### src/hw/rtl/rgb_pixel_point_operations_unit_macros.svh
// Assertion helpers for the RTL top level; clk and rst_n come from the using module.
`ifndef RGB_PIXEL_POINT_OPERATIONS_UNIT_MACROS_SVH
`define RGB_PIXEL_POINT_OPERATIONS_UNIT_MACROS_SVH

// same-cycle implication
`define RPPO_ASSERT_NOW(lbl, ante, cons, msg) \
  lbl: assert property (@(posedge clk) disable iff (!rst_n) (ante) |-> (cons)) \
    else $error(msg);

// next-cycle implication
`define RPPO_ASSERT_NEXT(lbl, ante, cons, msg) \
  lbl: assert property (@(posedge clk) disable iff (!rst_n) (ante) |=> (cons)) \
    else $error(msg);

`endif

### src/hw/rtl/rppo_pkg.sv
package rppo_pkg;

  localparam int GAIN_FRAC_BITS = 8;
  localparam int GAIN_W         = 12;
  localparam int THR_W          = 9;
  localparam int CFG_IDX_W      = 2;
  localparam int CFG_DATA_W     = 12;

  // product widths
  localparam int PROD_W  = 8 + GAIN_W;                       // ch * gain
  localparam int DG_W    = 9 + GAIN_W + 1;                   // (ch-128) * gain, signed
  localparam int NUM_W   = ((DG_W > 9 + GAIN_FRAC_BITS) ? DG_W : 9 + GAIN_FRAC_BITS) + 1;
  localparam int MPROD_W = 8 + 16;
  localparam int SUM_W   = 10;

  // gray = floor(sum / 3) = (sum * 683) >> 11, exact for sum <= 765
  localparam logic [SUM_W-1:0] GRAY_MUL   = SUM_W'(683);
  localparam int               GRAY_SHIFT = 11;

  // colour mix weights in 1/65536
  localparam logic [15:0] W_DEU_R = 16'd37159;
  localparam logic [15:0] W_DEU_B = 16'd28377;
  localparam logic [15:0] W_PRO_G = 16'd40698;
  localparam logic [15:0] W_PRO_B = 16'd24838;
  localparam logic [15:0] W_TRI_R = 16'd62259;
  localparam logic [15:0] W_TRI_G = 16'd3277;

  localparam logic [THR_W-1:0]  THR_RESET  = THR_W'(128);
  localparam logic [GAIN_W-1:0] GAIN_RESET = GAIN_W'(256);

  typedef enum logic [3:0] {
    OP_RED      = 4'd0,
    OP_GRAY     = 4'd1,
    OP_BW       = 4'd2,
    OP_BRT_UP   = 4'd3,
    OP_BRT_DN   = 4'd4,
    OP_CON_UP   = 4'd5,
    OP_CON_DN   = 4'd6,
    OP_DEUTER   = 4'd7,
    OP_PROTAN   = 4'd8,
    OP_TRITAN   = 4'd9
  } op_t;

  typedef enum logic [CFG_IDX_W-1:0] {
    CFG_OPERATION = 2'd0,
    CFG_THRESHOLD = 2'd1,
    CFG_GAIN      = 2'd2
  } cfg_idx_t;

  typedef struct packed {
    logic [7:0] red_in;
    logic [7:0] green_in;
    logic [7:0] blue_in;
  } pix_in_t;

  typedef struct packed {
    logic [7:0] red_out;
    logic [7:0] green_out;
    logic [7:0] blue_out;
  } pix_out_t;

  // stage 1: products
  typedef struct packed {
    logic [2:0][7:0]         ch;
    logic [SUM_W-1:0]        sum;
    logic [2:0][PROD_W-1:0]  bprod;
    logic [2:0][DG_W-1:0]    dg;
    logic [5:0][MPROD_W-1:0] mprod;
  } s1_t;

  // stage 2: every candidate result, already clamped
  typedef struct packed {
    logic [2:0][7:0] ch;
    logic [7:0]      gray;
    logic [2:0][7:0] bright;
    logic [2:0][7:0] con_up;
    logic [2:0][7:0] con_dn;
    logic [7:0]      mix_r;
    logic [7:0]      mix_g;
    logic [7:0]      mix_b;
  } s2_t;

  // numerator in units of 2^-F; negative gives 0, large gives 255
  function automatic logic [7:0] scale_clamp(input logic signed [NUM_W-1:0] num);
    logic signed [NUM_W-1:0] sh;
    sh = num >>> GAIN_FRAC_BITS;
    if (num < 0)
      return 8'd0;
    else if (sh > NUM_W'(255))
      return 8'd255;
    else
      return sh[7:0];
  endfunction

endpackage

### src/hw/rtl/rppo_mult.sv
module rppo_mult (
  input  logic                          clk,
  input  logic                          en,
  input  rppo_pkg::pix_in_t             pix,
  input  logic [rppo_pkg::GAIN_W-1:0]   gain,
  output rppo_pkg::s1_t                 s1_r
);

  rppo_pkg::s1_t s1_nxt;
  logic [2:0][7:0] ch;
  logic signed [rppo_pkg::GAIN_W:0] gain_s;

  assign ch     = {pix.blue_in, pix.green_in, pix.red_in};
  assign gain_s = $signed({1'b0, gain});

  always_comb begin
    s1_nxt     = '0;
    s1_nxt.ch  = ch;
    s1_nxt.sum = rppo_pkg::SUM_W'(ch[0]) + rppo_pkg::SUM_W'(ch[1])
               + rppo_pkg::SUM_W'(ch[2]);
    for (int i = 0; i < 3; i++) begin
      s1_nxt.bprod[i] = rppo_pkg::PROD_W'(ch[i]) * rppo_pkg::PROD_W'(gain);
      s1_nxt.dg[i]    = rppo_pkg::DG_W'($signed({1'b0, ch[i]} - 9'd128) * gain_s);
    end
    s1_nxt.mprod[0] = rppo_pkg::MPROD_W'(ch[0]) * rppo_pkg::MPROD_W'(rppo_pkg::W_DEU_R);
    s1_nxt.mprod[1] = rppo_pkg::MPROD_W'(ch[2]) * rppo_pkg::MPROD_W'(rppo_pkg::W_DEU_B);
    s1_nxt.mprod[2] = rppo_pkg::MPROD_W'(ch[1]) * rppo_pkg::MPROD_W'(rppo_pkg::W_PRO_G);
    s1_nxt.mprod[3] = rppo_pkg::MPROD_W'(ch[2]) * rppo_pkg::MPROD_W'(rppo_pkg::W_PRO_B);
    s1_nxt.mprod[4] = rppo_pkg::MPROD_W'(ch[0]) * rppo_pkg::MPROD_W'(rppo_pkg::W_TRI_R);
    s1_nxt.mprod[5] = rppo_pkg::MPROD_W'(ch[1]) * rppo_pkg::MPROD_W'(rppo_pkg::W_TRI_G);
  end

  always_ff @(posedge clk) begin
    if (en) begin
      s1_r <= s1_nxt;
    end
  end

endmodule

### src/hw/rtl/rppo_scale.sv
module rppo_scale (
  input  logic          clk,
  input  logic          en,
  input  rppo_pkg::s1_t s1,
  output rppo_pkg::s2_t s2_r
);

  localparam int F = rppo_pkg::GAIN_FRAC_BITS;
  localparam int NW = rppo_pkg::NUM_W;
  localparam int GW = rppo_pkg::SUM_W * 2;
  localparam logic signed [NW-1:0] MID_NUM = NW'(128) <<< F;

  rppo_pkg::s2_t s2_nxt;

  function automatic logic [7:0] mix_sum(input logic [rppo_pkg::MPROD_W-1:0] a,
                                         input logic [rppo_pkg::MPROD_W-1:0] b);
    logic [rppo_pkg::MPROD_W:0] s;
    logic [rppo_pkg::MPROD_W:0] sh;
    s  = {1'b0, a} + {1'b0, b};
    sh = s >> 16;
    return (sh > (rppo_pkg::MPROD_W + 1)'(255)) ? 8'd255 : sh[7:0];
  endfunction

  always_comb begin
    logic [GW-1:0]                  gprod;
    logic [rppo_pkg::PROD_W-1:0]    bsh;
    logic signed [NW-1:0]           dg_x;
    logic signed [NW-1:0]           ch_x;
    s2_nxt    = '0;
    s2_nxt.ch = s1.ch;
    gprod       = GW'(s1.sum) * GW'(rppo_pkg::GRAY_MUL);
    s2_nxt.gray = 8'(gprod >> rppo_pkg::GRAY_SHIFT);
    for (int i = 0; i < 3; i++) begin
      bsh = s1.bprod[i] >> F;
      s2_nxt.bright[i] = (bsh > rppo_pkg::PROD_W'(255)) ? 8'd255 : bsh[7:0];
      dg_x = $signed({{(NW - rppo_pkg::DG_W){s1.dg[i][rppo_pkg::DG_W-1]}}, s1.dg[i]});
      ch_x = $signed({{(NW - 8){1'b0}}, s1.ch[i]} << F);
      s2_nxt.con_up[i] = rppo_pkg::scale_clamp(dg_x + ch_x);
      s2_nxt.con_dn[i] = rppo_pkg::scale_clamp(dg_x + MID_NUM);
    end
    s2_nxt.mix_g = mix_sum(s1.mprod[0], s1.mprod[1]);
    s2_nxt.mix_r = mix_sum(s1.mprod[2], s1.mprod[3]);
    s2_nxt.mix_b = mix_sum(s1.mprod[4], s1.mprod[5]);
  end

  always_ff @(posedge clk) begin
    if (en) begin
      s2_r <= s2_nxt;
    end
  end

endmodule

### src/hw/rtl/rppo_select.sv
module rppo_select (
  input  logic                         clk,
  input  logic                         en,
  input  rppo_pkg::op_t                op,
  input  logic [rppo_pkg::THR_W-1:0]   threshold,
  input  rppo_pkg::s2_t                s2,
  output rppo_pkg::pix_out_t           pix_r
);

  rppo_pkg::pix_out_t pix_nxt;
  logic [7:0] bw;

  assign bw = (threshold > {1'b0, s2.gray}) ? 8'd0 : 8'd255;

  always_comb begin
    pix_nxt = {s2.ch[0], s2.ch[1], s2.ch[2]};
    case (op)
      rppo_pkg::OP_RED:    pix_nxt = {s2.ch[0], 8'd0, 8'd0};
      rppo_pkg::OP_GRAY:   pix_nxt = {s2.gray, s2.gray, s2.gray};
      rppo_pkg::OP_BW:     pix_nxt = {bw, bw, bw};
      rppo_pkg::OP_BRT_UP,
      rppo_pkg::OP_BRT_DN: pix_nxt = {s2.bright[0], s2.bright[1], s2.bright[2]};
      rppo_pkg::OP_CON_UP: pix_nxt = {s2.con_up[0], s2.con_up[1], s2.con_up[2]};
      rppo_pkg::OP_CON_DN: pix_nxt = {s2.con_dn[0], s2.con_dn[1], s2.con_dn[2]};
      rppo_pkg::OP_DEUTER: pix_nxt = {s2.ch[0], s2.mix_g, s2.ch[2]};
      rppo_pkg::OP_PROTAN: pix_nxt = {s2.mix_r, s2.ch[1], s2.ch[2]};
      rppo_pkg::OP_TRITAN: pix_nxt = {s2.ch[0], s2.ch[1], s2.mix_b};
      default:             pix_nxt = {s2.ch[0], s2.ch[1], s2.ch[2]}; // unused codes pass
    endcase
  end

  always_ff @(posedge clk) begin
    if (en) begin
      pix_r <= pix_nxt;
    end
  end

endmodule

### src/hw/rtl/rgb_pixel_point_operations_unit.sv
// Channel   Dir  Handshake           Payload
// in_       in   in_valid/in_stall   pix_in_t  (red_in, green_in, blue_in)
// out_      out  out_valid/out_stall pix_out_t (red_out, green_out, blue_out)
// cfg_      in   cfg_valid/cfg_ready cfg_index (2b), cfg_data (12b)
//
// Three register stages: products, scale/clamp, mode select into the output register.
// One pixel per clock sustained while out_stall is low; out_valid rises when a pixel reaches the output register.
// Each stage holds when the stage after it is full and blocked, so bubbles collapse;
// in_stall is raised only with all three stages full and out_stall high.
// Synchronous active-low reset clears the stage valids and loads the register defaults.
// cfg_ready is always high; writes take effect on the next cycle.
`include "rgb_pixel_point_operations_unit_macros.svh"

module rgb_pixel_point_operations_unit (
  input  logic                              clk,
  input  logic                              rst_n,
  input  logic                              in_valid,
  output logic                              in_stall,
  input  rppo_pkg::pix_in_t                 in_data,
  output logic                              out_valid,
  input  logic                              out_stall,
  output rppo_pkg::pix_out_t                out_data,
  input  logic                              cfg_valid,
  output logic                              cfg_ready,
  input  logic [rppo_pkg::CFG_IDX_W-1:0]    cfg_index,
  input  logic [rppo_pkg::CFG_DATA_W-1:0]   cfg_data
);

  rppo_pkg::op_t                 op_r;
  logic [rppo_pkg::THR_W-1:0]    thr_r;
  logic [rppo_pkg::GAIN_W-1:0]   gain_r;

  logic s1_v_r, s2_v_r, out_v_r;
  logic adv1, adv2, adv3;
  logic pipe_full, cfg_op_wr;

  rppo_pkg::s1_t s1;
  rppo_pkg::s2_t s2;

  assign cfg_ready = 1'b1;

  always_ff @(posedge clk) begin
    if (!rst_n) begin
      op_r   <= rppo_pkg::OP_GRAY;
      thr_r  <= rppo_pkg::THR_RESET;
      gain_r <= rppo_pkg::GAIN_RESET;
    end else if (cfg_valid && cfg_ready) begin
      case (cfg_index)
        rppo_pkg::CFG_OPERATION: op_r   <= rppo_pkg::op_t'(cfg_data[3:0]);
        rppo_pkg::CFG_THRESHOLD: thr_r  <= cfg_data[rppo_pkg::THR_W-1:0];
        rppo_pkg::CFG_GAIN:      gain_r <= cfg_data[rppo_pkg::GAIN_W-1:0];
        default: ;
      endcase
    end
  end

  // a stage may load when it is empty or its contents move on this cycle
  assign adv3 = !out_v_r || !out_stall;
  assign adv2 = !s2_v_r || adv3;
  assign adv1 = !s1_v_r || adv2;
  assign in_stall  = !adv1;
  assign out_valid = out_v_r;

  assign pipe_full = s1_v_r && s2_v_r && out_v_r;
  assign cfg_op_wr = cfg_valid && cfg_ready && cfg_index == rppo_pkg::CFG_OPERATION;

  always_ff @(posedge clk) begin
    if (!rst_n) begin
      s1_v_r  <= 1'b0;
      s2_v_r  <= 1'b0;
      out_v_r <= 1'b0;
    end else begin
      if (adv1) begin
        s1_v_r <= in_valid;
      end
      if (adv2) begin
        s2_v_r <= s1_v_r;
      end
      if (adv3) begin
        out_v_r <= s2_v_r;
      end
    end
  end

  rppo_mult u_mult (
    .clk  (clk),
    .en   (adv1 && in_valid),
    .pix  (in_data),
    .gain (gain_r),
    .s1_r (s1)
  );

  rppo_scale u_scale (
    .clk  (clk),
    .en   (adv2 && s1_v_r),
    .s1   (s1),
    .s2_r (s2)
  );

  rppo_select u_select (
    .clk       (clk),
    .en        (adv3 && s2_v_r),
    .op        (op_r),
    .threshold (thr_r),
    .s2        (s2),
    .pix_r     (out_data)
  );

  `RPPO_ASSERT_NOW(a_stall_full, in_stall, pipe_full && out_stall, "stall with a free stage")
  `RPPO_ASSERT_NEXT(a_s2_moves, s2_v_r && adv3, out_v_r, "stage two item lost on its way out")
  `RPPO_ASSERT_NEXT(a_op_write, cfg_op_wr, 4'(op_r) == $past(cfg_data[3:0]), "op write lost")

endmodule

### config.mk
export PLATFORM = sky130hd
export DESIGN_NAME = rgb_pixel_point_operations_unit
export DESIGN_NICKNAME = d
export VERILOG_FILES = /design/src/hw/rtl/rppo_pkg.sv /design/src/hw/rtl/rppo_mult.sv /design/src/hw/rtl/rppo_scale.sv /design/src/hw/rtl/rppo_select.sv /design/src/hw/rtl/rgb_pixel_point_operations_unit.sv
export VERILOG_INCLUDE_DIRS = /design/src /design/src/hw/rtl
export SDC_FILE = /design/constraint.sdc
export NUM_CORES = 2
export LEC_CHECK = 0
export ABC_AREA = 1
export BUFFER_PORTS_ARGS = -buffer_cell sky130_fd_sc_hd__clkbuf_2
export CAP_MARGIN = 20
export CORE_UTILIZATION = 60
export CTS_CLUSTER_DIAMETER = 150
export DETAILED_ROUTE_END_ITERATION = 10
export PLACE_DENSITY_LB_ADDON = 0.12
export SETUP_SLACK_MARGIN = 0.2
export SLEW_MARGIN = 40
export SYNTH_ARGS = -nofsm -noshare
export SYNTH_HDL_FRONTEND = slang
export SYNTH_SLANG_ARGS = --single-unit
### constraint.sdc
create_clock -name clk -period 13 [get_ports clk]
set_clock_uncertainty 0.1 [all_clocks]
set_input_delay 0.65 -clock clk [delete_from_list [all_inputs] [get_ports clk]]
set_output_delay 0.65 -clock clk [all_outputs]
set_load 0.03 [all_outputs]
Yosys cells after proc, flatten, opt, wreduce, memory -nomap -nowiden
Cells that the tools add are included.
Word-level totals
  register bits after elaboration: 476
  logic and storage cells: 123
  bits of input ports: 43
  output and inout port bits: 27
Cells by class
  $mul: 13
  reduce and logical (&&, ||, !) cells: 17
  equality and inequality tests: 11
  multiplexer cells: 8
  order comparisons: 19
  add/subtract/negate cells: 14
Operators by type and width (number)
  case mux 24 bit (9 select lines): 1
  < comparator 23 x 1 -> 1 bit, second input constant: 6
  greater-than comparator 15 x 9 -> 1 bit, second input constant: 6
  adder 22 x 17 -> 23 bit: 3
  adder 22 x 17 -> 23 bit, second input constant: 3
  multiplier 9 x 13 -> 22 bit: 3
  multiplier 8 x 12 -> 20 bit: 3
  2-to-1 mux 8 bit: 7
  adder 24 x 23 -> 25 bit: 2
  multiplier 8 x 16 -> 24 bit, second input constant: 2
  multiplier 8 x 15 -> 23 bit, second input constant: 2
  greater-than comparator 12 x 8 -> 1 bit, second input constant: 3
  greater-than comparator 9 x 8 -> 1 bit, second input constant: 3
  subtractor 8 x 8 -> 9 bit, second input constant: 3
  adder 24 x 20 -> 25 bit: 1
  multiplier 8 x 14 -> 22 bit, second input constant: 1
  multiplier 8 x 12 -> 20 bit, second input constant: 1
  multiplier 10 x 10 -> 19 bit, second input constant: 1
  equality test 4 x 3 -> 1 bit, second input constant: 4
  adder 10 x 8 -> 10 bit: 1
  adder 8 x 8 -> 9 bit: 1
  greater-than comparator 9 x 8 -> 1 bit: 1
  equality test 4 x 2 -> 1 bit, second input constant: 2
  equality test 4 bit, second input constant: 2
  10 further kinds: 20

Depth between registers and ports, before layout
  depth after elaboration: 5
  mapped depth: 26
  gate-level depth less buffers: 24

Modules after synthesis
From an unflattened synthesis, not the netlist that was laid out.
Unflattened totals
  cell total of the unflattened synthesis: 6825
  area total of the unflattened synthesis: 55949.9 um^2
Modules (own cells, without submodules)
  rppo_mult: area an instance 40456.3 um^2, instances 1, cells an instance 4728, sequential area each 8318.0 um^2
  rppo_scale: area an instance 12062.8 um^2, instances 1, cells an instance 1575, sequential area each 3843.7 um^2
  rppo_select: area an instance 2247.2 um^2, instances 1, cells an instance 344, sequential area each 720.7 um^2
  rgb_pixel_point_operations_unit: area an instance 1183.6 um^2, instances 1, cells an instance 178, sequential area each 560.5 um^2

Least setup slack after synthesis
No wires, ideal clock.
  kind: in2reg
  from: input port out_stall
  to: register u_mult.s1_r[100] in the netlist's numbering, enable pin
  arrival: 10.763 ns
  data required time: 12.064 ns
  setup time: 0.836 ns
  stages: 5
  buffers on the path: 0
  setup slack: 1.301 ns
  path through: nand2_1 nor2_1 inv_1 nor2_1 nor2_1
Between the ends
  word-level cells in the longest chain between the ends: 5
Ends and longest elaborated chain
  from (decl): RTL line rgb_pixel_point_operations_unit.sv:21  | input logic out_stall,
  zero test 1 bit: RTL line rgb_pixel_point_operations_unit.sv:58  | assign adv3 = !out_v_r || !out_stall;
  logical OR 1 bit: RTL line rgb_pixel_point_operations_unit.sv:58
  logical OR 1 bit: RTL line rgb_pixel_point_operations_unit.sv:59  | assign adv2 = !s2_v_r || adv3;
  logical OR 1 bit: RTL line rgb_pixel_point_operations_unit.sv:60  | assign adv1 = !s1_v_r || adv2;
  logical AND 1 bit: RTL line rgb_pixel_point_operations_unit.sv:87  | .en (adv1 && in_valid),
  named net u_mult.en: RTL line rppo_mult.sv:3  | input logic en,
  to (signal assigned): RTL line rppo_mult.sv:35  | s1_r <= s1_nxt;
  to (decl): RTL line rppo_mult.sv:6  | output rppo_pkg::s1_t s1_r
The timed path passes the listed nets, and every way through them passes these cells.
A chain may end at the register's enable or synchronous reset.

==> results.json <==
{
  "worstPathRequired_ps": 13290,
  "setup_violations": 0,
  "place_hpwl_mm": 118,
  "finalMaxSlewViolations": 0,
  "cts-buffers-inserted": 50,
  "grt_pass1_wl_mm": 229,
  "hold_depth": 3,
  "p_leak_nw": 30.5,
  "grt_max_degree": 75,
  "postLayoutCellArea_um2": 55900,
  "die-width_um": 298,
  "grt_remaining_overflow": 0,
  "die_area_um2": 88500,
  "final_common_cell": "inv_1",
  "critPathLaunchType": "flip-flop",
  "finalCritPeriodShare_pct": 41.7,
  "power_density_nw_per_um2": 181,
  "irDropWorstVdd_mv": 0.243,
  "grtUsageTotal_pct": 33.4,
  "yosysUniqueCellTypes": 49,
  "critPathArrivalTime_ps": 5710,
  "power_mw": 10.1,
  "cts.sinks": 415,
  "rsz0062_at_grt": "false",
  "fin_nets": 7651,
  "syn-instance-count": 6260,
  "drive_gt1_share_pct": 3.45,
  "worst_pin_slew_ps": 882,
  "io_buffer_count": 68,
  "antenna_found_initial": 5,
  "setup_ws_ps": 7580,
  "r2r-start": "gain_r[7]$_SDFFE_PN0P_",
  "dp.cells": 7436,
  "syn2layout_area_growth_pct": 6.59,
  "cts_htree_levels": 2,
  "layout_common_cells": "inv_1, nand2_1, ha_1",
  "post-place-ws_ps": 7020,
  "hold_violations": 0,
  "rrSetupSlack_ps": 7580,
  "antenna_left": 0,
  "ys.flop_type": "edfxtp_1",
  "crit_type": "reg -> reg",
  "synth_largest_area_cell": "edfxtp_1",
  "start_util_pct": 60.5,
  "min_period_ps": 5420,
  "yosysWarnings": 0,
  "maxCapViolations": 0,
  "vias_per_cell": 5.53,
  "clkLatencyLatePin_ps": 630,
  "cts_setup_buffers": 0,
  "fin_cells": 7532,
  "core_um2": 86600,
  "clk_pin_slew_worst_paths_ps": 60,
  "critPathCaptureType": "flip-flop",
  "synth_seq_cells": 415,
  "wire_per_inst_um": 19.3,
  "min_from": "cfg_data[7]",
  "ys_seq_area_share_pct": 23.2,
  "cts_buffer_depth": 3,
  "synth_area_leaders": "edfxtp_1, fa_1, ha_1",
  "synth_fp_nets": 7577,
  "setup_tns_ps": 0,
  "num_vias": 41700,
  "synthArstFlopShare_pct": 0,
  "hold_path.class": "in -> reg",
  "synth_top_area_share_pct": 22.2,
  "fp.dieH_um": 298,
  "rr_worst_depth": 20,
  "clockRootBuffer": "clkbuf_16",
  "worstHoldEndpoint": "thr_r[7]$_SDFFE_PN1P_",
  "ctsHoldBuffers": 0,
  "std_cell_rows": 108,
  "crit_fanout": 28,
  "synth_area_um2": 52400,
  "outcome": "finished, final reports clean",
  "synth-edff-count": 387,
  "pin_count": 70,
  "globalplace.congestion": 0.978,
  "wirelength_mm": 145,
  "first_pass_iters": 6,
  "dr.first_iter.drc_count": 3626,
  "worst_r2r_endpoint": "u_mult.s1_r[209]$_DFFE_PP_",
  "cts_tree": "done",
  "slew-limit-headroom_pct": 41.2,
  "dpl_cell_area_um2": 54200,
  "drt_drc_violations_left": 0,
  "post_synth.cell_area_avg_um2": 8.37,
  "grt_pass1_vias": 41300,
  "max_freq_mhz": 184,
  "ctsResizeCount": 0
}
==> per-layer routing <==
layer | up-vias | track usage [%] | routed length (µm)
li1 | 20000 | - | -
met1 | 19800 | 47.4 | 63400
met2 | 1622 | 51.9 | 64300
met3 | 231 | 6.88 | 13400
met4 | 2 | 9.52 | 4320
met5 | - | 0 | 14
==> final cells by class <==
class	instances	area, µm²
Inverter	1403	5270
Fill cell	7535	30800
Antenna cell	2	5.00
Timing Repair Buffer	107	653
Clock inverter	32	362
Clock buffer	61	1290
Sequential cell	415	12200
Multi-Input combinational cell	4357	34700
Tap cell	1155	1450
==> cells in the mapped netlist (all sizes together) (12+ instances only) <==
cell and number:
a31oi 14, o21ai 194, nand3b 14, o21bai 44
xnor2 59, nand2 1377, or2 15, ha 727
nor3 72, buf 24, edfxtp 387, dfxtp 28
a21oi 355, a21boi 12, inv 1403, nand4 87
a21o 26, nor2 358, fa 547, xor2 137
nor4 14, o21a 14, clkbuf 61, nand3 251
==> how the worst max path moves through the flow <==
stage | start | to | slack (ps) | depth (start not counted)
5_1_grt | in_data[7] | u_mult.s1_r[209]$_DFFE_PP_ | 7340 | 22
3_3_place_gp | in_data[7] | u_mult.s1_r[209]$_DFFE_PP_ | 7070 | 22
4_1_cts | gain_r[6]$_SDFFE_PN0P_ | u_mult.s1_r[209]$_DFFE_PP_ | 7600 | 18
2_1_floorplan | out_stall | u_mult.s1_r[100]$_DFFE_PP_ | 1300 | 5
3_5_place_dp | in_data[7] | u_mult.s1_r[209]$_DFFE_PP_ | 7020 | 22
6_report | gain_r[7]$_SDFFE_PN0P_ | u_mult.s1_r[209]$_DFFE_PP_ | 7580 | 20
==> power breakdown <==
part           switching (mW)  leakage (nW)  internal, mW
logic                    4.10          25.8          2.30
clock network           0.613         0.791         0.801
registers               0.263          3.92          2.05
total                    4.98          30.5          5.15
==> logic make-up after synthesis <==
family,count (synthesis),synth area share [%]
buf+inv,1488,10.7
flops,415,23.2
simple gates,2196,17.3
compound gates,690,7.27
other cells,1,0.00716
xor+xnor,196,3.28
fa+ha+maj,1274,38.3
==> worst max-delay path, stage by stage, from the launching register on <==
cell and delay, ps:
dfxtp_1 290, buf_4 270, inv_1 470, nor2_1 120
fa_1 520, inv_1 50, fa_1 530, inv_1 50
fa_1 520, inv_1 50, fa_1 530, inv_1 40
ha_1 290, ha_1 370, a21o_1 220, a31oi_1 220
nor2_1 70, nor3_1 220, nand2_1 90, nand2_1 60
nand2_1 50
==> metrics by stage <==
stage | hold WS [ps] | utilization, %
floorplan | 331 | -
global placement | 342 | 62.5
detailed placement | 345 | 62.5
CTS | 128 | 64.5
global route | 145 | 64.5
finish | 148 | 64.5
==> registers in the layout (all words and copies together), names as in the netlist <==
name	count
gain_r	12
op_r	4
out_valid	1
s1_v_r	1
s2_v_r	1
thr_r	9
u_mult.s1_r	235
u_scale.s2_r	128
u_select.pix_r	24
Note: power is estimated with default switching activity, not from simulation.
